## src/sv/npd_pkg.sv

```systemverilog
`timescale 1ns / 1ps
// Shared types and constants for the nearest point distance block.
// No dependencies; imported by every other file of the block.
package npd_pkg;

  // Fixed field widths of the command and configuration ports.
  localparam int COUNT_BITS = 11;
  localparam int SLOT_BITS  = 10;

  // Defaults for the top level parameters.
  localparam int DEF_TABLE_DEPTH = 1024;
  localparam int DEF_COORD_BITS  = 24;

  // Command codes of an input transaction.
  typedef enum logic {
    CMD_LOAD  = 1'b0,
    CMD_QUERY = 1'b1
  } cmd_t;

  // Control that travels with a squared distance down the root chain.
  typedef struct packed {
    logic valid;
    logic empty;
    logic last;
  } root_ctl_t;

endpackage

```

## src/sv/npd_root_cell.sv

```systemverilog
`timescale 1ns / 1ps
// One cell of the square root chain: decides one root bit per cycle.
// Depends on npd_pkg for the control struct.
module npd_root_cell import npd_pkg::*; #(
  parameter int COORD_BITS = DEF_COORD_BITS,
  parameter int BIT        = 0
) (
  input  logic                      clk,
  input  logic                      rst,
  input  root_ctl_t                 ctl_in,
  input  logic [2*COORD_BITS:0]     rem_in,
  input  logic [COORD_BITS:0]       root_in,
  output root_ctl_t                 ctl_out,
  output logic [2*COORD_BITS:0]     rem_out,
  output logic [COORD_BITS:0]       root_out
);

  localparam int RW  = COORD_BITS + 1;
  localparam int SQW = 2 * COORD_BITS + 1;
  localparam int TW  = 2 * RW + 1;

  logic [TW-1:0] rem_wide;
  logic [TW-1:0] trial;
  logic          take;

  // Growing the root by this bit adds 2*root*2^BIT + 2^(2*BIT) to its square.
  always_comb begin
    rem_wide = TW'(rem_in);
    trial    = (TW'(root_in) << (BIT + 1)) + (TW'(1) << (2 * BIT));
    take     = (trial <= rem_wide);
  end

  // Control moves on every cycle.
  always_ff @(posedge clk) begin
    if (rst) begin
      ctl_out <= '0;
    end else begin
      ctl_out <= ctl_in;
    end
  end

  // Remainder and partial root need no reset.
  always_ff @(posedge clk) begin
    if (take) begin
      rem_out  <= SQW'(rem_wide - trial);
      root_out <= root_in | (RW'(1) << BIT);
    end else begin
      rem_out  <= rem_in;
      root_out <= root_in;
    end
  end

endmodule

```

## config.mk

```make
export PLATFORM = sky130hd
export DESIGN_NAME = npd_root_cell
export DESIGN_NICKNAME = d
export VERILOG_FILES = /design/src/sv/npd_pkg.sv /design/src/sv/npd_root_cell.sv
export SDC_FILE = /design/constraint.sdc
export NUM_CORES = 1
export LEC_CHECK = 0
export BUFFER_PORTS_ARGS = -buffer_cell sky130_fd_sc_hd__buf_4
export CAP_MARGIN = 5
export CORE_MARGIN = 2
export CORE_UTILIZATION = 35
export CTS_CLUSTER_DIAMETER = 100
export DETAILED_ROUTE_END_ITERATION = 8
export REMOVE_ABC_BUFFERS = 1
export SYNTH_ARGS = -nofsm -noshare
export SYNTH_HDL_FRONTEND = slang
export SYNTH_SLANG_ARGS = --single-unit
```

## constraint.sdc

```tcl
create_clock -name clk -period 3 [get_ports clk]
set_clock_uncertainty 0.05 [all_clocks]
set_input_delay 0.75 -clock clk [delete_from_list [all_inputs] [get_ports clk]]
set_output_delay 0.75 -clock clk [all_outputs]
set_load 0.01 [all_outputs]
```

### Yosys cells after proc, flatten, opt, wreduce, memory -nomap -nowiden

Cells that the tools add are included.

| storage, ports and cells | value |
|---|---|
| register bits | 77 |
| word-level logic and storage cells | 10 |
| bits of input ports | 79 |
| output and inout bits | 77 |

| cells by class | value |
|---|---|
| add/sub/neg operators | 2 |
| multiplexer cells | 1 |
| magnitude comparators | 1 |

Operator list:

| kind | number |
|---|---|
| 27-bit by 49-bit <= comparator with 1-bit output | 1 |
| 49-bit 2-to-1 mux | 1 |
| 49-bit by 27-bit subtractor with 49-bit output | 1 |
| 26-bit by 1-bit adder with 27-bit output (second input constant) | 1 |

### Depth between registers and ports, before layout

| logic depth | value |
|---|---|
| depth in word-level cells | 3 |
| mapped depth | 13 |
| mapped depth without buffers | 11 |

### Worst setup path before layout

No wires, ideal clock.

| timing path | value |
|---|---|
| path kind | in2reg |
| start | input root_in[10] |
| end | register rem_out[30] |
| stages on the path | 10 |
| slack | -241 ps |
| data required time | 2832 ps |
| buffers on the path | 1 |
| arrival time | 3073 ps |
| setup time | 118 ps |
| cells stage by stage | inv_1 ha_1 and3_1 nand2_1 a2111oi_1 a211oi_2 buf_2 a2111o_1 or3_1 xnor2_1 |

| on the way | value |
|---|---|
| word-level cells in the longest chain between the ends | 3 |
| elaborated cells between the ends (all ways) | 4 |
| those cells by class | add/sub: 2; order compare: 1; mux: 1 |

RTL lines:

| element | RTL line | RTL |
|---|---|---|
| from (decl) | npd_root_cell.sv:12 | `input logic [COORD_BITS:0] root_in,` |
| 26-bit by 1-bit adder with 27-bit output (*) | npd_root_cell.sv:29 | `trial = (TW'(root_in) << (BIT + 1)) + (TW'(1) << (2 * BIT));` |
| 49-bit by 27-bit subtractor with 49-bit output or 27-bit by 49-bit <= comparator with 1-bit output (tied branches) | npd_root_cell.sv:45, npd_root_cell.sv:30 |  |
| 49-bit 2-to-1 mux (*) | npd_root_cell.sv:44 | `if (take) begin` |
| to (signal assigned) | npd_root_cell.sv:45 | `rem_out <= SQW'(rem_wide - trial);` |
| to (signal assigned) | npd_root_cell.sv:48 | `rem_out <= rem_in;` |
| to (decl) | npd_root_cell.sv:14 | `output logic [2*COORD_BITS:0] rem_out,` |

Every way passes the cells marked *; elsewhere a longest branch is shown, timed or not.
A chain may end at the register's enable or synchronous reset.

### Worst setup path in the final report

| timing path | value |
|---|---|
| start | input rem_in[43] |
| end | register rem_out[43] |

| on the way | value |
|---|---|
| word-level cells in the longest chain between the ends | 2 |
| elaborated cells between the ends (all ways) | 3 |
| those cells by class | add/sub: 1; order compare: 1; mux: 1 |

RTL lines:

| element | RTL line | RTL |
|---|---|---|
| from (decl) | npd_root_cell.sv:11 | `input logic [2*COORD_BITS:0] rem_in,` |
| 49-bit by 27-bit subtractor with 49-bit output or 27-bit by 49-bit <= comparator with 1-bit output (tied branches) | npd_root_cell.sv:45, npd_root_cell.sv:30 |  |
| 49-bit 2-to-1 mux (*) | npd_root_cell.sv:44 |  |

Marked as above.

==> run summary <==
In this run the tool buffered the top-level ports with 155 buffer cells. The total overflow left after global routing is 0. The share of cells above drive strength 1 was 0.425; the static leakage was 2.98 nW. The top cell types in the final layout, fill and taps aside, are 252 x buf_4, 77 x dfxtp_1, 47 x nand2_1, 39 x o21ai_0, 32 x inv_1. After detailed routing, the number of remaining DRC violations is 0. Summing all non-filler instances in the final layout gives an area of 0.00619 mm².

The run gives 17,400 µm as the wire length of the first global-routing pass. For the number of global-route vias before repair, the log shows 3,770. The power density over the cells was 451 mW/mm²; the wire length per cell was 13.5 µm. Entering global routing, the biggest net connects 37 pins. The largest fanout on the critical path is 5, and the detailed-routing iteration count for the pre-antenna-repair pass is 4.

Max-cap violations in this run came to 0. The time the final worst path needs with I/O delays and setup was 2.93 ns. Setup slack closes at 0.0671 ns. VDD sags by at most 0.209 mV.

In this run the cell area measured after placement is 0.00589 mm². The final antenna diode count was 0; the number of buffers inserted during clock tree synthesis was 9. The die is 109 µm tall. The number of antenna violations at the first check in global routing was 0; the count of synthesis-stage warnings from yosys was 0.

The core outline area was 0.0108 mm². The worst setup path is launched from an input port. TritonCTS built the clock tree. Counting every instance in the synthesized netlist gives 449. The critical path is of the in -> reg type. In this run the worst hold path is classified as in -> reg.

The part of the Yosys area used for sequential elements is 0.396. The post-place setup slack was -0.378 ns; the number of rows in the core area was 38. STA puts the critical path data required time at 3.20 ns.

The hold path depth came out at 1. Summed over all layers, the routed wires come to 11,300 µm. The detailed-placement wirelength estimate is 9220 µm, and the slew of the pin with the lowest slew margin is 0.472 ns. The run gives 77 as the number of clock sinks. The floorplan step defined a die boundary enclosing 0.0120 mm².

After clock tree synthesis, the clock-pin slew on the worst setup and hold paths is 0.08 ns. For this block, the initial DRC count from the detailed router was 137. After synthesis, the mean cell area works out to 8.67 µm². Number of synthesized register bits: 77.

The area added between synthesis and finish came out at 59.2%. The run finished with clean final reports. The net total in the final layout was 802.

Leaving out fill and tap cells, the most frequent cell in the layout is buf_4. Yosys mapped a number of flops with a built-in enable equal to 0. For the max-slew headroom at the worst pin, the log shows 0.683.

In this run the worst setup path begins at rem_in[43]. In the synthesized netlist the dominant register cell turns out to be dfxtp_1. The die is 109 µm wide. The logs give 0.186 for the global routing usage summed across all routing layers and 3,974 for the total via count in the routed design.

Number of levels the H-tree was split into: 3. Number of pins with negative max-slew slack in the final report: 0. The congestion estimate from routability-driven global placement came to 0.898. In the routed layout, each cell is associated on average with a via count of 4.73. The share of the clock period used by the worst path was 0.978; the remaining antenna violation count was 0. In this run, distinct cell masters in the synthesized netlist total 49. The tools report the buffer cell driving the clock tree root as clkbuf_8. After detailed placement, the design holds a cell count of 824. The tools report the initial core utilization as 0.359. The sort of element at the end of the critical path is a flip-flop. The data arrival time of the critical path is 3.13 ns, and the synthesized area is 0.00389 mm². The run gives 841 as the non-filler instance count after layout. Setup violations remaining at the end of the flow were counted as 0. Based on the critical path, the design can be clocked at up to 341 MHz. The tools report the startpoint of the most critical hold path as root_in[19]. 156 I/O pins were placed.

The share of flip-flops with an asynchronous set or reset after synthesis is 0. The run gives 0 as the number of hold-slack violations in the final timing report. In this run the deepest clock path goes through 2 buffers.
==> routing by layer <==
layer / vias up / global-route usage / part of all wire
li1: 2043 / - / -
met1: 1804 / 0.237 / 0.45
met2: 110 / 0.302 / 0.48
met3: 17 / 0.0397 / 0.051
met4: 0 / 0.0850 / 0.020
met5: - / 0 / 0
==> cell usage after synthesis, types with 2 or more instances <==
master | number | area, µm²
clkbuf_1 | 12 | 45.0
inv_1 | 32 | 120
xor2_1 | 29 | 254
nor4b_1 | 3 | 26.3
or3_1 | 8 | 50.1
nand2_1 | 47 | 176
and3_1 | 2 | 12.5
o21a_1 | 2 | 15.0
nand4_1 | 8 | 50.1
nor3_2 | 7 | 70.1
a211oi_1 | 3 | 22.5
nor4_1 | 8 | 50.1
o21ai_0 | 41 | 205
nor2b_1 | 7 | 43.8
dfxtp_1 | 77 | 1540
a21o_1 | 15 | 113
nand3_1 | 8 | 40.0
nor3_1 | 11 | 55.1
nand2b_1 | 7 | 43.8
or2_2 | 3 | 18.8
a21oi_1 | 22 | 110
buf_2 | 3 | 15.0
a211o_1 | 2 | 17.5
o21bai_1 | 2 | 15.0
a31oi_1 | 4 | 25.0
a21boi_0 | 2 | 15.0
xnor2_1 | 17 | 149
o21ai_1 | 2 | 10.0
ha_1 | 26 | 325
nor2_1 | 20 | 75.1
==> cell type report <==
cell class	instances	area, µm²
Fill cell	1007	4650
Multi-Input combinational cell	324	2290
Timing Repair Buffer	252	1890
Sequential cell	77	1540
Tap cell	140	175
Clock buffer	11	141
Inverter	32	120
Clock inverter	5	36.3
==> registers in the layout, summed over array words and instances, names as in the netlist <==
signal	flops
ctl_out	3
rem_out	49
root_out	25
==> cells by family (layout without fill, tap and decap cells) <==
logic type,Yosys count,after routing,share of synthesized area
and+or+nand+nor,144,144,0.193
AOI/OAI and AO/OA,107,107,0.171
DFF,77,77,0.396
buffers and inverters,48,300,0.0482
xor gates and xnor gates,46,46,0.104
adders and majority gates,27,27,0.0887
==> worst paths after layout <==
kind | end | slack (ns)
worst max-delay path | rem_out[43] | 0.07
worst min-delay path | root_out[19] | 0.44
==> repair_timing <==
item / in CTS / in global routing
buffers inserted: 0 / 1
gates resized for setup: 1 / 22
pin swaps: 0 / 5
setup endpoints to repair: 1 / 50
hold buffers: 0 / 0
==> through the flow <==
stage	hold WS, ns	power [mW]	setup TNS [ns]	utilization
CTS	0.426	2.79	0	0.560
floorplan	0.728	1.57	-63.40	-
finish	0.442	2.79	0	0.571
detailed placement	0.814	2.08	-12.66	0.543
global route	0.424	2.94	-0.154	0.571
global placement	0.814	2.07	-10.21	0.543
==> critical path, cell delays in order <==
cell and delay (ns):
buf_4 0.11, or3_1 0.39, or3_1 0.35, nor4_1 0.38
buf_4 0.20, o221ai_2 0.10, a211oi_4 0.21, buf_4 0.18
nor3_2 0.04, buf_4 0.14, nor4b_2 0.15, xor2_1 0.13
==> where the power goes <==
group / leakage, nW / internal [mW] / switching, mW
clock network: 0.0815 / 0.323 / 0.393
logic: 2.25 / 0.482 / 0.419
registers: 0.649 / 1.14 / 0.0362
(Power assumes the default switching activity.)
